$ cat config.mk
export PLATFORM = sky130hd
export DESIGN_NAME = stereo_peak_meter_ballistics_top
export DESIGN_NICKNAME = d
export VERILOG_FILES = /design/src/rtl/spmb_pkg.sv /design/src/rtl/spmb_lane.sv /design/src/rtl/spmb_merge.sv /design/src/rtl/stereo_peak_meter_ballistics_top.sv
export SDC_FILE = /design/constraint.sdc
export NUM_CORES = 2
export LEC_CHECK = 0
export ABC_AREA = 1
export BUFFER_PORTS_ARGS = -buffer_cell sky130_fd_sc_hd__buf_2
export CAP_MARGIN = 20
export CORE_MARGIN = 1.5
export CORE_UTILIZATION = 60
export DETAILED_ROUTE_END_ITERATION = 10
export GPL_TIMING_DRIVEN = 0
export HOLD_SLACK_MARGIN = 0.06
export PLACE_DENSITY = 0.86
export SYNTH_ARGS = -nofsm -noshare
export SYNTH_HDL_FRONTEND = slang
export SYNTH_SLANG_ARGS = --single-unit
$ cat constraint.sdc
create_clock -name clock -period 8.1 [get_ports clock]
set_clock_uncertainty 0.2 [all_clocks]
set_input_delay 2.43 -clock clock [delete_from_list [all_inputs] [get_ports clock]]
set_output_delay 2.43 -clock clock [all_outputs]
set_load 0.01 [all_outputs]
$ cat src/rtl/spmb_pkg.sv
// ----------------------------------------------------------------------------
// Stereo peak meter package
// Widths, register indexes, reset values and shared types.
// ----------------------------------------------------------------------------
package spmb_pkg;

   localparam int SAMPLE_BITS   = 24;
   localparam int FACTOR_BITS   = 16;
   localparam int HOLD_BITS     = 16;
   localparam int CSR_IDX_BITS  = 8;
   localparam int CSR_DATA_BITS = 24;
   localparam int REQ_DATA_BITS = 2 * SAMPLE_BITS;
   localparam int RSP_RAW_BITS  = 4 * SAMPLE_BITS + 2;
   localparam int RSP_DATA_BITS = ((RSP_RAW_BITS + 7) / 8) * 8;
   localparam int RSP_PAD_BITS  = RSP_DATA_BITS - RSP_RAW_BITS;
   localparam int FIFO_DEPTH    = 4;
   localparam int FIFO_PTR_BITS = 2;
   localparam int FIFO_CNT_BITS = 3;

   localparam logic [CSR_IDX_BITS-1:0] CSR_LEVEL_DECAY = 8'd0;
   localparam logic [CSR_IDX_BITS-1:0] CSR_HOLD_BLOCKS = 8'd1;
   localparam logic [CSR_IDX_BITS-1:0] CSR_PEAK_DECAY  = 8'd2;
   localparam logic [CSR_IDX_BITS-1:0] CSR_CLIP_THRESH = 8'd3;

   localparam logic [FACTOR_BITS-1:0] LEVEL_DECAY_RST = 16'd55640;
   localparam logic [HOLD_BITS-1:0]   HOLD_BLOCKS_RST = 16'd140;
   localparam logic [FACTOR_BITS-1:0] PEAK_DECAY_RST  = 16'd65208;
   localparam logic [SAMPLE_BITS-1:0] CLIP_THRESH_RST = 24'd8304722;

   typedef struct packed {
      logic [FACTOR_BITS-1:0] level_decay;
      logic [HOLD_BITS-1:0]   hold_blocks;
      logic [FACTOR_BITS-1:0] peak_decay;
      logic [SAMPLE_BITS-1:0] clip_thresh;
   } cfg_type;

   typedef struct packed {
      logic [SAMPLE_BITS-1:0] level;
      logic [SAMPLE_BITS-1:0] peak;
      logic                   clip;
   } lane_res_type;

endpackage

$ cat src/rtl/spmb_lane.sv
// ----------------------------------------------------------------------------
// Stereo peak meter channel lane
// Magnitude, running block max, then level / held peak / clip update.
// ----------------------------------------------------------------------------
module spmb_lane (
   input  logic                            clock,
   input  logic                            reset,
   input  spmb_pkg::cfg_type               cfg,
   input  logic                            in_beat,
   input  logic                            in_last,
   input  logic [spmb_pkg::SAMPLE_BITS-1:0] in_sample,
   input  logic                            upd,
   output spmb_pkg::lane_res_type          res
);
   import spmb_pkg::*;

   localparam int PROD_BITS = SAMPLE_BITS + FACTOR_BITS;

   logic [SAMPLE_BITS-1:0] mag;
   logic [SAMPLE_BITS-1:0] run_max;
   logic [SAMPLE_BITS-1:0] run_ff, run_in;
   logic [SAMPLE_BITS-1:0] blk_ff, blk_in;
   logic [SAMPLE_BITS-1:0] level_ff, level_in;
   logic [SAMPLE_BITS-1:0] peak_ff, peak_in;
   logic [HOLD_BITS-1:0]   hold_ff, hold_in;
   logic                   clip_ff, clip_in;
   logic [PROD_BITS-1:0]   level_prod;
   logic [PROD_BITS-1:0]   peak_prod;

   // stage 1: magnitude and running max
   always_comb begin
      mag     = in_sample[SAMPLE_BITS-1] ? (~in_sample + 1'b1) : in_sample;
      run_max = (mag > run_ff) ? mag : run_ff;
      run_in  = run_ff;
      blk_in  = blk_ff;
      if (in_beat) begin
         if (in_last) begin
            blk_in = run_max;
            run_in = '0;
         end else begin
            run_in = run_max;
         end
      end
   end

   // stage 2: ballistics
   always_comb begin
      level_prod = PROD_BITS'(level_ff) * PROD_BITS'(cfg.level_decay);
      peak_prod  = PROD_BITS'(peak_ff) * PROD_BITS'(cfg.peak_decay);
      level_in   = level_ff;
      peak_in    = peak_ff;
      hold_in    = hold_ff;
      clip_in    = clip_ff;
      if (upd) begin
         if (blk_ff > level_ff) begin
            level_in = blk_ff;
         end else begin
            level_in = level_prod[PROD_BITS-1:FACTOR_BITS];
         end
         if (blk_ff >= peak_ff) begin
            peak_in = blk_ff;
            hold_in = cfg.hold_blocks;
         end else if (hold_ff != '0) begin
            hold_in = hold_ff - 1'b1;
         end else begin
            peak_in = peak_prod[PROD_BITS-1:FACTOR_BITS];
         end
         if (blk_ff >= cfg.clip_thresh) begin
            clip_in = 1'b1;
         end
      end
      res.level = level_in;
      res.peak  = peak_in;
      res.clip  = clip_in;
   end

   always_ff @(posedge clock) begin
      blk_ff <= blk_in;
      if (reset) begin
         run_ff   <= '0;
         level_ff <= '0;
         peak_ff  <= '0;
         hold_ff  <= '0;
         clip_ff  <= 1'b0;
      end else begin
         run_ff   <= run_in;
         level_ff <= level_in;
         peak_ff  <= peak_in;
         hold_ff  <= hold_in;
         clip_ff  <= clip_in;
      end
   end

endmodule

$ cat src/rtl/spmb_merge.sv
// ----------------------------------------------------------------------------
// Stereo peak meter merge stage
// Packs both lane results into one beat and queues it for the output.
// ----------------------------------------------------------------------------
module spmb_merge (
   input  logic                              clock,
   input  logic                              reset,
   input  logic                              push,
   input  spmb_pkg::lane_res_type            left_res,
   input  spmb_pkg::lane_res_type            right_res,
   output logic                              in_ready,
   output logic                              out_valid,
   input  logic                              out_ready,
   output logic [spmb_pkg::RSP_DATA_BITS-1:0] out_data
);
   import spmb_pkg::*;

   logic [RSP_DATA_BITS-1:0] mem_ff [FIFO_DEPTH];
   logic [FIFO_PTR_BITS-1:0] wr_ff, wr_in;
   logic [FIFO_PTR_BITS-1:0] rd_ff, rd_in;
   logic [FIFO_CNT_BITS-1:0] cnt_ff, cnt_in;
   logic [RSP_DATA_BITS-1:0] packed_res;
   logic                     pop;

   always_comb begin
      packed_res = {{RSP_PAD_BITS{1'b0}}, right_res.clip, left_res.clip,
                    right_res.peak, left_res.peak, right_res.level, left_res.level};
      out_valid = (cnt_ff != '0);
      pop       = out_valid && out_ready;
      wr_in     = push ? wr_ff + 1'b1 : wr_ff;
      rd_in     = pop ? rd_ff + 1'b1 : rd_ff;
      cnt_in    = cnt_ff + FIFO_CNT_BITS'(push) - FIFO_CNT_BITS'(pop);
      out_data  = mem_ff[rd_ff];
      // room for the beat in flight plus one more
      in_ready  = ((cnt_ff + FIFO_CNT_BITS'(push)) <= FIFO_CNT_BITS'(FIFO_DEPTH - 2));
   end

   always_ff @(posedge clock) begin
      if (push) begin
         mem_ff[wr_ff] <= packed_res;
      end
      if (reset) begin
         wr_ff  <= '0;
         rd_ff  <= '0;
         cnt_ff <= '0;
      end else begin
         wr_ff  <= wr_in;
         rd_ff  <= rd_in;
         cnt_ff <= cnt_in;
      end
   end

endmodule

$ cat src/rtl/stereo_peak_meter_ballistics_top.sv
// ----------------------------------------------------------------------------
// Stereo peak meter with ballistics, peak hold and clip latch
// A block-end beat is registered as block max and update flag, then queued.
// Throughput: 1 sample beat per cycle while req_tready is high; a block may be a single beat.
// The 4-entry result queue sets how long rsp_tready may stall before req stalls.
// Reset (synchronous): clears meter state and queue, loads register defaults.
// ----------------------------------------------------------------------------
module stereo_peak_meter_ballistics_top (
   input  logic                              clock,
   input  logic                              reset,
   input  logic                              req_tvalid,
   output logic                              req_tready,
   // left_sample[23:0], right_sample[47:24]
   input  logic [spmb_pkg::REQ_DATA_BITS-1:0] req_tdata,
   input  logic                              req_tlast,
   output logic                              rsp_tvalid,
   input  logic                              rsp_tready,
   // left_level, right_level, left_held_peak, right_held_peak (24 each),
   // left_clip[96], right_clip[97], zero pad
   output logic [spmb_pkg::RSP_DATA_BITS-1:0] rsp_tdata,
   input  logic                              csr_valid,
   output logic                              csr_ready,
   input  logic [spmb_pkg::CSR_IDX_BITS-1:0]  csr_index,
   input  logic [spmb_pkg::CSR_DATA_BITS-1:0] csr_wdata
);
   import spmb_pkg::*;

   cfg_type      cfg_ff, cfg_in;
   logic         upd_ff, upd_in;
   logic         req_beat;
   lane_res_type left_res;
   lane_res_type right_res;

   assign csr_ready = 1'b1;
   assign req_beat  = req_tvalid && req_tready;
   assign upd_in    = req_beat && req_tlast;

   always_comb begin
      cfg_in = cfg_ff;
      if (csr_valid) begin
         case (csr_index)
            CSR_LEVEL_DECAY: cfg_in.level_decay = csr_wdata[FACTOR_BITS-1:0];
            CSR_HOLD_BLOCKS: cfg_in.hold_blocks = csr_wdata[HOLD_BITS-1:0];
            CSR_PEAK_DECAY:  cfg_in.peak_decay  = csr_wdata[FACTOR_BITS-1:0];
            CSR_CLIP_THRESH: cfg_in.clip_thresh = csr_wdata[SAMPLE_BITS-1:0];
            default:         cfg_in = cfg_ff;
         endcase
      end
   end

   always_ff @(posedge clock) begin
      if (reset) begin
         cfg_ff.level_decay <= LEVEL_DECAY_RST;
         cfg_ff.hold_blocks <= HOLD_BLOCKS_RST;
         cfg_ff.peak_decay  <= PEAK_DECAY_RST;
         cfg_ff.clip_thresh <= CLIP_THRESH_RST;
         upd_ff             <= 1'b0;
      end else begin
         cfg_ff <= cfg_in;
         upd_ff <= upd_in;
      end
   end

   spmb_lane u_left (
      .clock     (clock),
      .reset     (reset),
      .cfg       (cfg_ff),
      .in_beat   (req_beat),
      .in_last   (req_tlast),
      .in_sample (req_tdata[SAMPLE_BITS-1:0]),
      .upd       (upd_ff),
      .res       (left_res)
   );

   spmb_lane u_right (
      .clock     (clock),
      .reset     (reset),
      .cfg       (cfg_ff),
      .in_beat   (req_beat),
      .in_last   (req_tlast),
      .in_sample (req_tdata[2*SAMPLE_BITS-1:SAMPLE_BITS]),
      .upd       (upd_ff),
      .res       (right_res)
   );

   spmb_merge u_merge (
      .clock     (clock),
      .reset     (reset),
      .push      (upd_ff),
      .left_res  (left_res),
      .right_res (right_res),
      .in_ready  (req_tready),
      .out_valid (rsp_tvalid),
      .out_ready (rsp_tready),
      .out_data  (rsp_tdata)
   );

endmodule

==> impl_metrics.json <==
{
  "preCtsSetupSlack_ns": -0.0532,
  "final_cells": 13300,
  "leakagePower_uw": 0.0475,
  "finalHoldViolCount": 0,
  "crit_fanout": 10,
  "r2r_cells": 24,
  "synth_ff_type": "edfxtp_1",
  "routabilityCongestion": 1.07,
  "firstDrtPassIters": 9,
  "htree_levels": 3,
  "reg2reg_slack_ns": 0.05,
  "coreArea_um2": 143000,
  "ys_warn_count": 0,
  "grt.overflow.total": 0,
  "syn_inst": 11000,
  "reg2reg_from": "u_left.peak_ff[5]$_SDFF_PP0_",
  "grt_pass1_wl_um": 459000,
  "die_w_um": 382,
  "yosys.area.top_type": "fa_1",
  "power_density_nw_per_um2": 225,
  "seq_area_frac_synth_pct": 21.3,
  "ant_nets": 0,
  "setup_ws_ns": 0.0471,
  "async_reset_ff_share_pct": 0,
  "io_pins": 193,
  "clk_latency_ns": 0.70,
  "cap_violations": 0,
  "max_freq_mhz": 124,
  "numPortBuffers": 184,
  "placed_cell_area_um2": 89800,
  "finish.utilization_pct": 64.7,
  "end_kind": "flip-flop",
  "dp_cells": 13100,
  "min_to": "u_left.clip_ff$_SDFF_PP0_",
  "cts_sinks": 700,
  "path_clk_slew_ns": 0.06,
  "setup_viol": 0,
  "cts_tree": "yes",
  "syn2layout_area_growth_pct": 7.23,
  "syn-cell-area_um2": 86300,
  "avgSynthCellArea_um2": 7.85,
  "numCtsBuffers": 76,
  "outcome": "finished, final reports clean",
  "slew_headroom_pct": 12.1,
  "period_share_pct": 99.4,
  "setup.worst_path.start_class": "flip-flop",
  "worstHoldPathType": "reg2reg",
  "rsz0062_at_grt": "no",
  "hp-start": "u_left.clip_ff$_SDFF_PP0_",
  "cp.required_ns": 8.32,
  "synth_top_area_share_pct": 28.3,
  "drtIter0Drc": 10500,
  "final_nets": 13200,
  "slew_violations": 0,
  "cts_root_buf": "clkbuf_16",
  "yosys.cell_types.count": 62,
  "critical_path_arrival_ns": 8.27,
  "start_util_pct": 60.3,
  "vias": 77500,
  "drive_gt1_share_pct": 4.28,
  "dp_hpwl_um": 250000,
  "die_h_um": 382,
  "grt_start_max_net_pins": 64,
  "finalCriticalPeriod_ns": 8.05,
  "synth_edf_count": 440,
  "die-area_um2": 146000,
  "tightest_slew_ns": 1.32,
  "synth_area_leaders": "fa_1, edfxtp_1, nand2_1",
  "via_per_inst": 5.85,
  "avgRoutedWirePerCell_um": 23.3,
  "final_area_um2": 92600,
  "ir_drop_mv": 0.212,
  "rows": 139,
  "track_usage_pct": 42.3,
  "min_delay_path_depth": 2,
  "grt_pass1_vias": 76600,
  "rr_endpoint": "u_merge.mem_ff[3][69]$_DFFE_PP_",
  "fillers": 11800,
  "path_class": "reg2reg",
  "antenna_found_initial": 31,
  "drc": 0,
  "cts_max_path_buffers": 3,
  "ys_ff_latch": 700,
  "finalWirelength_um": 309000
}
## worst max-delay path, stage by stage, from the launching register on
cell and delay [ns]:
dfxtp_1 0.31, clkbuf_1 0.58, buf_1 0.56, nand2_1 0.18, fa_1 0.57, inv_1 0.06, fa_1 0.55, fa_1 0.47
fa_1 0.53, fa_1 0.52, inv_1 0.05, fa_1 0.48, inv_1 0.05, ha_1 0.32, a21oi_1 0.34, o21ai_0 0.19
a21oi_1 0.17, nand3_1 0.24, nand2_1 0.13, nand2_1 0.09, nand2_1 0.07, nand2_1 0.05, o21ai_0 0.56, nand2_1 0.18
nand2_2 0.35
## state kept, by name (all words and copies together), names as in the netlist, 16 cells and up, named ones only
register          flops
u_left.hold_ff       16
u_right.blk_ff       24
u_right.peak_ff      24
cfg_ff               72
u_left.run_ff        24
u_right.hold_ff      16
u_right.run_ff       24
u_right.level_ff     24
u_left.peak_ff       24
u_merge.mem_ff      392
u_left.blk_ff        24
u_left.level_ff      24
## area by class of cell
| cell class | instances | area, um^2 | share of cell area (%) |
|---|---|---|---|
| clock buffer | 102 | 2020 | 2.18 |
| tap | 1903 | 2380 | 2.57 |
| sequential | 700 | 18400 | 19.9 |
| clock inverter | 40 | 616 | 0.665 |
| buffer | 529 | 2270 | 2.45 |
| multi-input combinational | 7216 | 56100 | 60.6 |
| timing repair buffer | 194 | 1120 | 1.21 |
| inverter | 2552 | 9590 | 10.4 |
| antenna | 17 | 42.5 | 0.0459 |
## timing repair
action,in CTS,in global routing
resized for setup,6,78
setup buffers,0,0
hold buffers,0,0
endpoints found under the setup margin,8,124
cloned,0,0
## report_power, final
part / total [uW] / switching, uW / leakage (uW) / internal [uW]
combinational: 12600 / 8520 / 0.0400 / 4110
clock: 3710 / 1570 / 0.00127 / 2140
sequential: 4460 / 332 / 0.00619 / 4130
total: 20800 / 10400 / 0.0475 / 10400
## layer usage
layer | vias to the layer above | share of wire (%) | wire, um | global-route usage (%)
met4 | 34 | 5.9 | 18300 | 20.9
met1 | 37100 | 36 | 110000 | 54.1
met3 | 1157 | 17 | 53000 | 18.6
met2 | 5485 | 41 | 128000 | 60.9
met5 | - | 0.10 | 322 | 0
li1 | 33800 | - | - | -
## worst max-delay path by stage
stage                                         from                              end  slack [ns]  depth (start not counted)
finish                u_left.peak_ff[5]$_SDFF_PP0_  u_merge.mem_ff[3][69]$_DFFE_PP_        0.05                         24
global route        u_right.peak_ff[13]$_SDFF_PP0_  u_merge.mem_ff[0][83]$_DFFE_PP_      0.0003                         27
CTS                        cfg_ff[26]$_SDFFE_PP0P_  u_merge.mem_ff[0][83]$_DFFE_PP_        0.04                         27
detailed placement         cfg_ff[33]$_SDFFE_PP1P_  u_merge.mem_ff[3][83]$_DFFE_PP_       -0.05                         27
global placement           cfg_ff[33]$_SDFFE_PP1P_  u_merge.mem_ff[3][83]$_DFFE_PP_       -0.04                         27
floorplan                  cfg_ff[26]$_SDFFE_PP0P_  u_merge.mem_ff[0][79]$_DFFE_PP_        2.02                         24
## synth_stat cells, types with 7 or more instances
library cell	n
fa_1	1220
o211ai_1	49
buf_2	44
edfxtp_1	440
a21oi_2	8
o21bai_1	13
ha_1	640
and2_1	29
nand3_1	314
xor2_1	65
clkbuf_1	398
nand3b_1	35
a21oi_1	490
inv_1	2542
o21a_1	33
a21o_1	30
inv_2	8
o21ai_0	430
nand4_1	43
o22ai_1	100
a31oi_1	13
nor3_1	66
buf_4	17
a21boi_0	9
and3_1	7
buf_1	73
dfxtp_1	260
nand2_1	2854
nor4_1	12
xnor2_1	27
o21ai_1	14
nor2_1	646
or2_2	16
## stage by stage
| step | total power [uW] | hold WS (ns) | TNS, ns |
|---|---|---|---|
| 2_1_floorplan | 12300 | 0.236 | 0 |
| 3_3_place_gp | 16300 | 0.246 | -0.141 |
| 3_5_place_dp | 16600 | 0.248 | -0.219 |
| 4_1_cts | 20300 | 0.257 | 0 |
| 5_1_grt | 22100 | 0.283 | 0 |
| 6_report | 20800 | 0.267 | 0 |
## kinds of logic (layout without fill, tap and decap cells)
kind of cell,count (synthesis),after routing,share of synthesized area (%)
simple gates,4052,4052,18.8
fa+ha+maj,1860,1860,37.6
xor+xnor,92,92,0.933
flops,700,700,21.3
buf+inv,3094,3417,13.7
other cells,2,24,0.00870
compound gates,1205,1205,7.63
## layout by cell type, fill, tap and decap left out, types with 8 or more instances in the layout
| cell | n |
|---|---|
| diode_2 | 17 |
| o22ai_1 | 100 |
| a21boi_0 | 9 |
| clkbuf_1 | 381 |
| o21a_1 | 33 |
| nor2_1 | 645 |
| or2_2 | 16 |
| a31oi_1 | 13 |
| buf_1 | 58 |
| nand3_1 | 314 |
| a21o_1 | 30 |
| nand2_1 | 2853 |
| a21oi_2 | 8 |
| and2_1 | 29 |
| clkbuf_2 | 40 |
| dfxtp_1 | 259 |
| inv_2 | 8 |
| bufinv_16 | 11 |
| buf_2 | 228 |
| nor4_1 | 12 |
| o211ai_1 | 49 |
| edfxtp_1 | 440 |
| nand3b_1 | 35 |
| ha_1 | 640 |
| clkinv_2 | 10 |
| fa_1 | 1220 |
| nor3_1 | 66 |
| xnor2_1 | 27 |
| o21bai_1 | 13 |
| buf_4 | 17 |
| a21oi_1 | 490 |
| clkbuf_16 | 76 |
| xor2_1 | 65 |
| o21ai_1 | 14 |
| nand4_1 | 43 |
| o21ai_0 | 430 |
| inv_1 | 2538 |
Note: power is estimated with default switching activity, not from simulation.
